`config.mk`:
```
export PLATFORM = sky130hd
export DESIGN_NAME = stereo_linear_resampler_unit
export DESIGN_NICKNAME = d
export VERILOG_FILES = /design/src/sv/slr_pkg.sv /design/src/sv/stereo_linear_resampler_unit.sv /design/src/sv/slr_ctrl.sv /design/src/sv/slr_datapath.sv
export SDC_FILE = /design/constraint.sdc
export NUM_CORES = 2
export LEC_CHECK = 0
export BUFFER_PORTS_ARGS = -buffer_cell sky130_fd_sc_hd__buf_2
export CORE_ASPECT_RATIO = 1.75
export CORE_MARGIN = 4
export CORE_UTILIZATION = 70
export CTS_CLUSTER_DIAMETER = 30
export CTS_CLUSTER_SIZE = 8
export DETAILED_ROUTE_END_ITERATION = 12
export GPL_TIMING_DRIVEN = 1
export PLACE_DENSITY = 0.95
export SETUP_SLACK_MARGIN = 0.2
export SLEW_MARGIN = 20
export SYNTH_ARGS = -nofsm -noshare
export SYNTH_HDL_FRONTEND = slang
export SYNTH_SLANG_ARGS = --single-unit
```
`constraint.sdc`:
```
create_clock -name clk_i -period 29.8 [get_ports clk_i]
set_input_delay 1.49 -clock clk_i [delete_from_list [all_inputs] [get_ports clk_i]]
set_output_delay 1.49 -clock clk_i [all_outputs]
set_load 0.01 [all_outputs]
```
`src/sv/slr_pkg.sv`:
```
// Shared types and constants for the stereo linear resampler.
`timescale 1ns / 1ps
`default_nettype none
package slr_pkg;

  localparam int unsigned CHANNELS    = 2;
  localparam int unsigned MAX_RESULTS = 6;
  localparam int unsigned CNT_W       = 3;

  localparam int unsigned SAMPLE_W = 16;
  localparam int unsigned PHASE_W  = 18;
  localparam int unsigned SRC_W    = 17;
  localparam int unsigned CFG_IDX_W  = 1;
  localparam int unsigned CFG_DATA_W = 17;

  // Register indexes on the configuration port.
  localparam logic [CFG_IDX_W-1:0] REG_SOURCE_RATE  = 1'd0;
  localparam logic [CFG_IDX_W-1:0] REG_OUT_RATE_SEL = 1'd1;

  localparam logic [SRC_W-1:0] SOURCE_RATE_RST = 17'd32000;

  localparam logic [15:0] OUT_RATE_LOW  = 16'd32000;
  localparam logic [15:0] OUT_RATE_HIGH = 16'd48000;

  // Reciprocals for the divide by the output rate.
  // 32000 = 125 * 2^8 : q = ((m >> 8) * RECIP_32K) >> 30
  // 48000 = 375 * 2^7 : q = ((m >> 7) * RECIP_48K) >> 33
  localparam logic [24:0] RECIP_32K = 25'd8589935;
  localparam logic [24:0] RECIP_48K = 25'd22906493;

  // Commands from the controller to the datapath.
  typedef struct packed {
    logic load_cur;  // latch incoming frame, clear result count
    logic prime;     // first frame: store as previous, set primed
    logic mul;       // form the weighted sums
    logic div;       // reciprocal multiply, magnitude of quotient
    logic fix;       // apply sign, load output registers
    logic advance;   // result taken: phase += source rate, count++
    logic finish;    // end of frame: drop phase, cur becomes prev
  } slr_cmd_t;

  // Status from the datapath to the controller.
  typedef struct packed {
    logic primed;
    logic can_emit;  // phase below output rate and count below limit
    logic more;      // another result follows the one on the output
  } slr_sts_t;

endpackage
`default_nettype wire

```
`src/sv/stereo_linear_resampler_unit.sv`:
```
// Top level of the stereo linear resampler: controller plus datapath.
`timescale 1ns / 1ps
`default_nettype none
// Linear-interpolation sample rate converter for stereo 16-bit frames. Each
// input transaction carries one frame; the first frame after reset only primes
// the block and yields no output. For every later frame the block emits zero
// to six output transactions, each the blend
// (prev*(out-phase) + cur*phase)/out truncated toward zero, with phase
// advancing by source_rate per output and dropping by the output rate (32000
// or 48000, out_rate_sel) at the end of the frame, saturating at zero.
// last_of_run marks the final output of a frame. Timing: one frame is taken
// at a time: in_stall_o stays high while a frame is being processed, until
// its last output is taken, so the block does not take a new frame before
// it is through with the last one. Each result passes through the single
// result pipeline: weighted-sum multiply, reciprocal multiply for the
// divide, sign fixup, then the output register, one result at a time.
// buffer_end_i is accepted with the frame but has no effect on the results.
// Configuration: cfg_idx_i 0 is source_rate (17 bits, reset 32000), 1 is
// out_rate_sel (reset 0); write only while the block is idle.
module stereo_linear_resampler_unit (
  input  wire logic                                 clk_i,
  input  wire logic                                 rst_ni,
  // configuration write port
  input  wire logic                                 cfg_we_i,
  input  wire logic [slr_pkg::CFG_IDX_W-1:0]        cfg_idx_i,
  input  wire logic [slr_pkg::CFG_DATA_W-1:0]       cfg_data_i,
  // input frames
  input  wire logic                                 in_valid_i,
  output logic                                      in_stall_o,
  input  wire logic signed [slr_pkg::SAMPLE_W-1:0]  left_in_i,
  input  wire logic signed [slr_pkg::SAMPLE_W-1:0]  right_in_i,
  input  wire logic                                 buffer_end_i,
  // output samples
  output logic                                      out_valid_o,
  input  wire logic                                 out_stall_i,
  output logic signed [slr_pkg::SAMPLE_W-1:0]       left_out_o,
  output logic signed [slr_pkg::SAMPLE_W-1:0]       right_out_o,
  output logic                                      last_of_run_o
);
  import slr_pkg::*;

  slr_cmd_t cmd;
  slr_sts_t sts;

  slr_ctrl u_ctrl (
    .clk_i       (clk_i),
    .rst_ni      (rst_ni),
    .in_valid_i  (in_valid_i),
    .in_stall_o  (in_stall_o),
    .out_valid_o (out_valid_o),
    .out_stall_i (out_stall_i),
    .sts_i       (sts),
    .cmd_o       (cmd)
  );

  slr_datapath u_dp (
    .clk_i         (clk_i),
    .rst_ni        (rst_ni),
    .cmd_i         (cmd),
    .sts_o         (sts),
    .cfg_we_i      (cfg_we_i),
    .cfg_idx_i     (cfg_idx_i),
    .cfg_data_i    (cfg_data_i),
    .left_in_i     (left_in_i),
    .right_in_i    (right_in_i),
    .left_out_o    (left_out_o),
    .right_out_o   (right_out_o),
    .last_of_run_o (last_of_run_o)
  );

endmodule
`default_nettype wire

```
`src/sv/slr_ctrl.sv`:
```
// Controller state machine for the stereo linear resampler.
`timescale 1ns / 1ps
`default_nettype none
module slr_ctrl (
  input  wire logic             clk_i,
  input  wire logic             rst_ni,
  input  wire logic             in_valid_i,
  output logic                  in_stall_o,
  output logic                  out_valid_o,
  input  wire logic             out_stall_i,
  input  wire slr_pkg::slr_sts_t sts_i,
  output slr_pkg::slr_cmd_t     cmd_o
);
  import slr_pkg::*;

  localparam logic [2:0] ST_IDLE  = 3'd0;
  localparam logic [2:0] ST_CHECK = 3'd1;
  localparam logic [2:0] ST_MUL   = 3'd2;
  localparam logic [2:0] ST_DIV   = 3'd3;
  localparam logic [2:0] ST_FIX   = 3'd4;
  localparam logic [2:0] ST_OUT   = 3'd5;

  logic [2:0] state_q, state_d;

  always_comb begin
    state_d = state_q;
    cmd_o   = '0;
    case (state_q)
      ST_IDLE: begin
        if (in_valid_i) begin
          cmd_o.load_cur = 1'b1;
          state_d        = ST_CHECK;
        end
      end
      ST_CHECK: begin
        if (!sts_i.primed) begin
          cmd_o.prime = 1'b1;
          state_d     = ST_IDLE;
        end else if (sts_i.can_emit) begin
          state_d = ST_MUL;
        end else begin
          cmd_o.finish = 1'b1;
          state_d      = ST_IDLE;
        end
      end
      ST_MUL: begin
        cmd_o.mul = 1'b1;
        state_d   = ST_DIV;
      end
      ST_DIV: begin
        cmd_o.div = 1'b1;
        state_d   = ST_FIX;
      end
      ST_FIX: begin
        cmd_o.fix = 1'b1;
        state_d   = ST_OUT;
      end
      ST_OUT: begin
        if (!out_stall_i) begin
          cmd_o.advance = 1'b1;
          if (sts_i.more) begin
            state_d = ST_MUL;
          end else begin
            cmd_o.finish = 1'b1;
            state_d      = ST_IDLE;
          end
        end
      end
      default: begin
        state_d = ST_IDLE;
      end
    endcase
  end

  always_ff @(posedge clk_i or negedge rst_ni) begin
    if (!rst_ni) begin
      state_q <= ST_IDLE;
    end else begin
      state_q <= state_d;
    end
  end

  assign in_stall_o  = (state_q != ST_IDLE);
  assign out_valid_o = (state_q == ST_OUT);

endmodule
`default_nettype wire

```
`src/sv/slr_datapath.sv`:
```
// Datapath of the stereo linear resampler: frame, phase, blend and divide lanes.
`timescale 1ns / 1ps
`default_nettype none
module slr_datapath (
  input  wire logic                                 clk_i,
  input  wire logic                                 rst_ni,
  input  wire slr_pkg::slr_cmd_t                    cmd_i,
  output slr_pkg::slr_sts_t                         sts_o,
  input  wire logic                                 cfg_we_i,
  input  wire logic [slr_pkg::CFG_IDX_W-1:0]        cfg_idx_i,
  input  wire logic [slr_pkg::CFG_DATA_W-1:0]       cfg_data_i,
  input  wire logic signed [slr_pkg::SAMPLE_W-1:0]  left_in_i,
  input  wire logic signed [slr_pkg::SAMPLE_W-1:0]  right_in_i,
  output logic signed [slr_pkg::SAMPLE_W-1:0]       left_out_o,
  output logic signed [slr_pkg::SAMPLE_W-1:0]       right_out_o,
  output logic                                      last_of_run_o
);
  import slr_pkg::*;

  // Configuration
  logic [SRC_W-1:0] src_rate_q;
  logic             rate_sel_q;

  // Frame and phase state
  logic signed [SAMPLE_W-1:0] cur_q  [CHANNELS];
  logic signed [SAMPLE_W-1:0] prev_q [CHANNELS];
  logic signed [SAMPLE_W-1:0] in_smp [CHANNELS];
  logic [PHASE_W-1:0]         phase_q, phase_adv, phase_nx;
  logic [CNT_W-1:0]           cnt_q;
  logic                       primed_q;

  // Stage registers, one lane per channel
  logic signed [31:0]         sum_q  [CHANNELS];
  logic [SAMPLE_W-1:0]        qmag_q [CHANNELS];
  logic                       neg_q  [CHANNELS];
  logic signed [SAMPLE_W-1:0] res_q  [CHANNELS];
  logic                       last_q;

  logic [15:0]        rate16;
  logic [PHASE_W-1:0] rate18;
  logic               last_d;

  assign rate16 = rate_sel_q ? OUT_RATE_HIGH : OUT_RATE_LOW;
  assign rate18 = PHASE_W'(rate16);
  assign in_smp[0] = left_in_i;
  assign in_smp[1] = right_in_i;

  always_ff @(posedge clk_i or negedge rst_ni) begin
    if (!rst_ni) begin
      src_rate_q <= SOURCE_RATE_RST;
      rate_sel_q <= 1'b0;
    end else if (cfg_we_i) begin
      case (cfg_idx_i)
        REG_SOURCE_RATE:  src_rate_q <= cfg_data_i[SRC_W-1:0];
        REG_OUT_RATE_SEL: rate_sel_q <= cfg_data_i[0];
        default: ;
      endcase
    end
  end

  // Phase after the current result is taken, and the end-of-frame drop.
  assign phase_nx  = phase_q + PHASE_W'(src_rate_q);
  assign phase_adv = cmd_i.advance ? phase_nx : phase_q;

  // Last result of the run: the loop condition fails for the next one.
  assign last_d = !((phase_nx < rate18) && (cnt_q != CNT_W'(MAX_RESULTS - 1)));

  always_ff @(posedge clk_i or negedge rst_ni) begin
    if (!rst_ni) begin
      phase_q  <= '0;
      cnt_q    <= '0;
      primed_q <= 1'b0;
    end else begin
      if (cmd_i.load_cur) begin
        cnt_q <= '0;
      end else if (cmd_i.advance) begin
        cnt_q <= cnt_q + CNT_W'(1);
      end
      if (cmd_i.prime) begin
        primed_q <= 1'b1;
      end
      if (cmd_i.finish) begin
        phase_q <= (phase_adv >= rate18) ? (phase_adv - rate18) : '0;
      end else if (cmd_i.advance) begin
        phase_q <= phase_adv;
      end
    end
  end

  always_ff @(posedge clk_i) begin
    if (cmd_i.fix) begin
      last_q <= last_d;
    end
  end

  for (genvar c = 0; c < CHANNELS; c++) begin : g_lane
    logic signed [SAMPLE_W:0]   diff;
    logic signed [33:0]         prod, base, sum34;
    logic [31:0]                mag;
    logic [23:0]                mdiv;
    logic [24:0]                recip;
    logic [48:0]                qprod;
    logic [SAMPLE_W-1:0]        qmag;

    // prev*(rate-phase) + cur*phase = prev*rate + (cur-prev)*phase
    assign diff  = $signed({cur_q[c][SAMPLE_W-1], cur_q[c]})
                 - $signed({prev_q[c][SAMPLE_W-1], prev_q[c]});
    assign prod  = diff * $signed({1'b0, phase_q[15:0]});
    assign base  = prev_q[c] * $signed({1'b0, rate16});
    assign sum34 = prod + base;

    // Truncating divide on the magnitude, by reciprocal multiply
    assign mag   = sum_q[c][31] ? 32'(-sum_q[c]) : 32'(sum_q[c]);
    assign mdiv  = rate_sel_q ? mag[30:7] : {1'b0, mag[30:8]};
    assign recip = rate_sel_q ? RECIP_48K : RECIP_32K;
    assign qprod = mdiv * recip;
    assign qmag  = rate_sel_q ? qprod[48:33] : qprod[45:30];

    always_ff @(posedge clk_i or negedge rst_ni) begin
      if (!rst_ni) begin
        prev_q[c] <= '0;
      end else if (cmd_i.prime || cmd_i.finish) begin
        prev_q[c] <= cur_q[c];
      end
    end

    always_ff @(posedge clk_i) begin
      if (cmd_i.load_cur) begin
        cur_q[c] <= in_smp[c];
      end
      if (cmd_i.mul) begin
        sum_q[c] <= sum34[31:0];
      end
      if (cmd_i.div) begin
        qmag_q[c] <= qmag;
        neg_q[c]  <= sum_q[c][31];
      end
      if (cmd_i.fix) begin
        res_q[c] <= neg_q[c] ? $signed(-qmag_q[c]) : $signed(qmag_q[c]);
      end
    end
  end

  assign left_out_o    = res_q[0];
  assign right_out_o   = res_q[1];
  assign last_of_run_o = last_q;

  assign sts_o.primed   = primed_q;
  assign sts_o.can_emit = (phase_q < rate18) && (cnt_q < CNT_W'(MAX_RESULTS));
  assign sts_o.more     = !last_q;

endmodule
`default_nettype wire

```
* Word-level counts from Yosys, hierarchy flattened
Memories as Yosys holds them, arrays and structs flattened.
Index checks and enable logic that the tools add are counted.
** Cells by class
- Add/subtract/negate cells :: 11
- $mul :: 6
- Div/mod/pow operators :: 0
- $lt $le $gt $ge :: 4
- Equality and inequality tests :: 8
- Shift operators :: 0
- Muxes and demuxes :: 43
- Bitwise gates (word level) :: 1
- Reductions and logical operators :: 11
** Operator list (number)
- 24-bit by 25-bit multiplier with 49-bit output :: 2
- 16-bit 2-to-1 mux :: 5
- 18-bit 2-to-1 mux :: 4
- 32-bit adder :: 2
- 16-bit by 17-bit multiplier with 32-bit output :: 2
- 17-bit by 17-bit multiplier with 32-bit output :: 2
- 31-bit 2-to-1 mux :: 2
- 31-bit negation :: 2
- 24-bit 2-to-1 mux :: 2
- 18-bit by 16-bit less-than comparator with 1-bit output :: 2
- 16-bit by 16-bit subtractor with 17-bit output :: 2
- 16-bit negation :: 2
- 25-bit 2-to-1 mux :: 1
- 1-bit 2-to-1 mux :: 19
- 18-bit by 17-bit adder with 18-bit output :: 1
- 18-bit by 16-bit greater-or-equal comparator with 1-bit output :: 1
- 3-bit one-hot mux with 6 select lines :: 1
- 18-bit by 16-bit subtractor with 18-bit output :: 1
- 3-bit 2-to-1 mux :: 4
- 2-bit 2-to-1 mux :: 4
- 3-bit by 2-bit == test with 1-bit output, second input constant :: 2
- 3-bit == test, second input constant :: 2
- 2-bit AND reduction :: 3
- 2-bit inequality test, second input constant :: 2
- other kinds (12) :: 14
** Storage, ports and cells
- Flip-flop bits (word level) :: 76
- Latch bits :: 0
- Memory bits (writable) :: 162
- Memory bits (read-only) :: 0
- Memories :: 5
** Memory list
- u_dp.sum_q :: depth 2, bits a word 32, rd ports 2, clocked after memory_dff 0, write ports 2, RTL line slr_datapath.sv:33 : logic signed [31:0] sum_q [CHANNELS];
- u_dp.cur_q :: depth 2, bits a word 16, rd ports 2, clocked after memory_dff 0, write ports 2, RTL line slr_datapath.sv:25 : logic signed [SAMPLE_W-1:0] cur_q [CHANNELS];
- u_dp.qmag_q :: depth 2, bits a word 16, rd ports 2, clocked after memory_dff 0, write ports 2, RTL line slr_datapath.sv:34 : logic [SAMPLE_W-1:0] qmag_q [CHANNELS];
- u_dp.res_q :: depth 2, bits a word 16, rd ports 2, clocked after memory_dff 0, write ports 2, RTL line slr_datapath.sv:36 : logic signed [SAMPLE_W-1:0] res_q [CHANNELS];
- u_dp.neg_q :: depth 2, bits a word 1, rd ports 2, clocked after memory_dff 0, write ports 2, RTL line slr_datapath.sv:35 : logic neg_q [CHANNELS];

* Logic depth before layout (Yosys ltp)
- Depth in word-level cells :: 7
- Mapped depth :: 41

* Modules after synthesis
From an unflattened synthesis, not the netlist that was laid out.
** Second synthesis, totals
- Cell total of the unflattened synthesis :: 7542
- Area total of the unflattened synthesis :: 71902.7 um^2
** Modules (own cells, without submodules)
- slr_datapath :: instances 1, cells an instance 7511, area an instance 71650.0 um^2, sequential area each 6703.9 um^2
- slr_ctrl :: instances 1, cells an instance 31, area an instance 252.7 um^2, sequential area each 75.1 um^2

* Worst setup path before layout
No wires, ideal clock.
- Kind :: register to register
- From :: register u_dp.prev_q[2] (netlist bit) (read register of u_dp.cur_q)
- To :: memory u_dp.sum_q[1][31], in the netlist u_dp.sum_q[0][63], data pin
- Arrival :: 9.693 ns
- Required time :: 29.539 ns
- Path slack :: 19.846 ns
- Cell stages (with the launch flop) :: 36
- Path buffers :: 1
- Cell sequence :: dfrtp_1 > inv_1 > ha_1 > nor2b_1 > o21ai_0 > a21boi_0 > o21ai_0 > a211oi_1 > o31ai_1 > o21a_1 > a22o_1 > clkbuf_1 > nand2_1 > fa_1 > inv_1 > fa_1 > inv_1 > fa_1 > fa_1 > fa_1 > fa_1 > inv_1 > fa_1 > inv_1 > fa_1 > inv_1 > ha_1 > a21o_1 > a21oi_1 > nor2b_1 > or4_1 > a211oi_1 > nor3_1 > o41a_1 > or4_1 > o311a_1
** RTL lines
- from (decl) :: RTL line slr_datapath.sv:26 : logic signed [SAMPLE_W-1:0] prev_q [CHANNELS];
- to (decl) :: RTL line slr_datapath.sv:33

==> flow_summary.yaml <==
logic_synthesis:
  async_flop_share_pct: 31.5
  synth_cell_types: 88
  yosys.area.top_type: "fa_1"
  netlist_area_mm2: 0.0717
  synth.area.top_cells: "fa_1 (41%), ha_1 (17%), inv_1 (11%)"
  syn_avg_cell_area_um2: 9.54
  yosys_register_bits: 238
  synth_edf_count: 163
  yosysWarningCount: 0
  synth_ff_type: "edfxtp_1"
  synth_cells: 7517
  yosys.area.top_type_share_pct: 41.1
  ys_seq_area_share_pct: 9.45
global_route:
  grt_pass1_vias: 62800
  grt_usage_pct: 38.4
  antenna_found_initial: 5
  overflow: 0
  grt_start_max_net_pins: 123
  grt_pass1_wl_mm: 321
final_layout:
  seq_area_mm2: 0.00678
  layout_common_cells: "inv_1 (2194), fa_1 (1473), ha_1 (958), nand2_1 (521), nor2_1 (248)"
  layout-drive-gt1-share_pct: 4.71
  fillers: 6375
  fin_nets: 10000
  layout_commonest_cell: "inv_1"
  multiInputGateArea_mm2: 0.0561
  area_delta_synth_final_pct: 5.16
floorplan:
  start_util_pct: 70.4
  die_h_um: 431
  core_region_area_mm2: 0.102
  die_w_um: 250
  ios: 91
  std_cell_rows: 155
  die-area_mm2: 0.108
route:
  route.detailed.drc: 0
  first_pass_iters: 9
  vias: 54400
  via_per_inst: 6.09
  ant_nets: 0
  dr.first_iter.drc_count: 4275
  post_drt_wl_per_cell_um: 22.7
  wirelength_mm: 202
timing:
  fin_crit_sh_pct: 39.7
  rsz0062_at_grt: "no"
  worstMarginPinSlew_ns: 1.18
  setup_tns_ns: 0
  setup_viol: 0
  hold_violations: 0
  skew_ns: 0.0701
  slew_headroom_pct: 21.3
  max_freq_ghz: 0.0844
  fin_ws_ns: 17.96
  min_period_ns: 11.84
  drv_slew: 0
clock_tree:
  post_cts_buffers: 0
  clkLatencyLatePin_ns: 0.66
  cts_buffers: 48
  numClockSinks: 238
  holdBufCountCts: 0
  post_cts_resized: 0
  h-tree-depth: 2
  cts_tree: "yes"
  clock_path_buffers: 3
  cts_root_buffer: "clkbuf_16"
  clk_pin_slew_ns: 0.05
setup_path:
  crit_path_start: "u_dp.prev_q[2]"
  worstReg2RegStart: "u_dp.prev_q[2]"
  worstSetupStartpointType: "register"
  arrival_ns: 12.25
  cp_max_fo: 15
  crit_slowest_cell: "fa_1"
  crit_path_end_kind: "register"
  rrSetupSlack_ns: 17.96
  path_class: "register to register"
  regToRegEndpoint: "u_dp.sum_q[0][63]"
  cp-endpoint: "u_dp.sum_q[0][63]"
  cp.required_ns: 30.21
  cpPeakStageDelay_ns: 0.71
  r2r_cells: 36
outcome:
  status: "finished clean"
hold_path:
  hold_depth: 2
  hold_path.class: "register to register"
  worstHoldStart: "u_dp.cur_q[0][23]"
placed_design:
  place_ws_ns: 18.26
  gp_congestion: 1.03
  io_buffers: 89
  hpwlAfterDp_mm: 165
job:
  max-cap-violations: 0
[synthesized netlist by cell type (7+ instances only)]
| cell | number |
|---|---|
| nand2b_1 | 64 |
| nor3b_1 | 37 |
| a211oi_1 | 24 |
| nand3b_1 | 9 |
| o22ai_1 | 9 |
| ha_1 | 958 |
| a211o_1 | 7 |
| o21a_1 | 23 |
| o311a_1 | 9 |
| and2_1 | 207 |
| nor2b_1 | 71 |
| or3_1 | 26 |
| mux2_2 | 37 |
| mux2i_1 | 12 |
| a31oi_1 | 25 |
| nor2_1 | 252 |
| xor2_1 | 66 |
| a311oi_1 | 28 |
| xnor2_1 | 162 |
| and3_1 | 39 |
| edfxtp_1 | 163 |
| o311ai_0 | 16 |
| a21oi_1 | 140 |
| or2_2 | 35 |
| a21o_1 | 78 |
| o21ai_0 | 154 |
| dfrtp_1 | 69 |
| fa_1 | 1473 |
| o211ai_1 | 40 |
| o21bai_1 | 20 |
| nand4_1 | 18 |
| clkbuf_1 | 208 |
| nor3_1 | 56 |
| o31ai_1 | 27 |
| or4_1 | 9 |
| nand2_1 | 521 |
| buf_1 | 16 |
| a21boi_0 | 24 |
| nand3_1 | 82 |
| inv_1 | 2194 |
[registers in the layout (all words and copies together) (netlist names)]
register,flops
u_dp.sum_q,64
u_dp.cur_q,32
u_dp.prev_q,32
u_dp.qmag_q,32
u_dp.res_q,32
u_dp.phase_q,18
u_dp.src_rate_q,17
u_ctrl.state_q,3
u_dp.cnt_q,3
u_dp.neg_q,2
u_dp.last_of_run_o,1
u_dp.primed_q,1
u_dp.rate_sel_q,1
[per-stage QoR]
stage / cell area, µm² / hold WS [ns] / std cells / utilization (%)
final: 75400 / 0.492 / 8930 / 74.1
after global routing: 75400 / 0.524 / 8929 / 74.1
after CTS: 75400 / 0.485 / 8926 / 74.1
after detailed placement: 73900 / 0.478 / 8842 / 72.5
after global placement: 73800 / 0.473 / 8842 / 72.5
after floorplan: 71900 / 0.448 / 7559 / -
[cell type report]
cell class,instances,area share [%]
multi-input cells,4900,74.3
inverters,2196,10.9
flip-flops and latches,238,9.00
well taps,1334,2.21
clock buffers,61,1.70
repair buffers,175,1.46
clock inverters,23,0.337
diodes,3,0.00995
[layer usage]
metal	GRT usage [%]	up-vias	wire, µm
met2	67.0	3227	101000
met3	8.05	1665	16100
met5	0	-	13
met4	39.9	2	27800
li1	-	22900	-
met1	35.9	26600	57100
[kinds of logic (layout without fill, tap and decap cells)]
kind of cell             count (synthesis)  in the layout  synth area share, %
buffers and inverters                 2421           2455                 12.7
AND/OR/NAND/NOR                       1461           1461                 10.1
XOR/XNOR                               230            230                 2.83
adder cells (fa/ha/maj)               2431           2431                 57.8
multiplexers                            49             49                0.749
flip-flops                             238            238                 9.45
AO/OA/AOI/OAI                          685            685                 6.34
other                                    2             47               0.0105
[worst min path at each step]
| stage | end | slack (ns) |
|---|---|---|
| global placement | u_dp.prev_q[3] | 0.47 |
| global route | u_dp.prev_q[3] | 0.52 |
| detailed placement | u_dp.prev_q[7] | 0.48 |
| finish | u_dp.prev_q[7] | 0.49 |
| floorplan | u_dp.neg_q[0][0] | 0.45 |
| CTS | u_dp.prev_q[7] | 0.49 |
[worst max-delay path, delay by kind of cell (launching register included)]
family,cells,cell delay (ns)
and+or+nand+nor,6,1.55
adders and majority gates,10,4.94
buffers and inverters,8,0.67
DFF,1,0.48
AOI/OAI and AO/OA,12,3.98
Power is not shown: default switching activity piles up to over one toggle a cycle in this logic, so the estimate is an artifact.
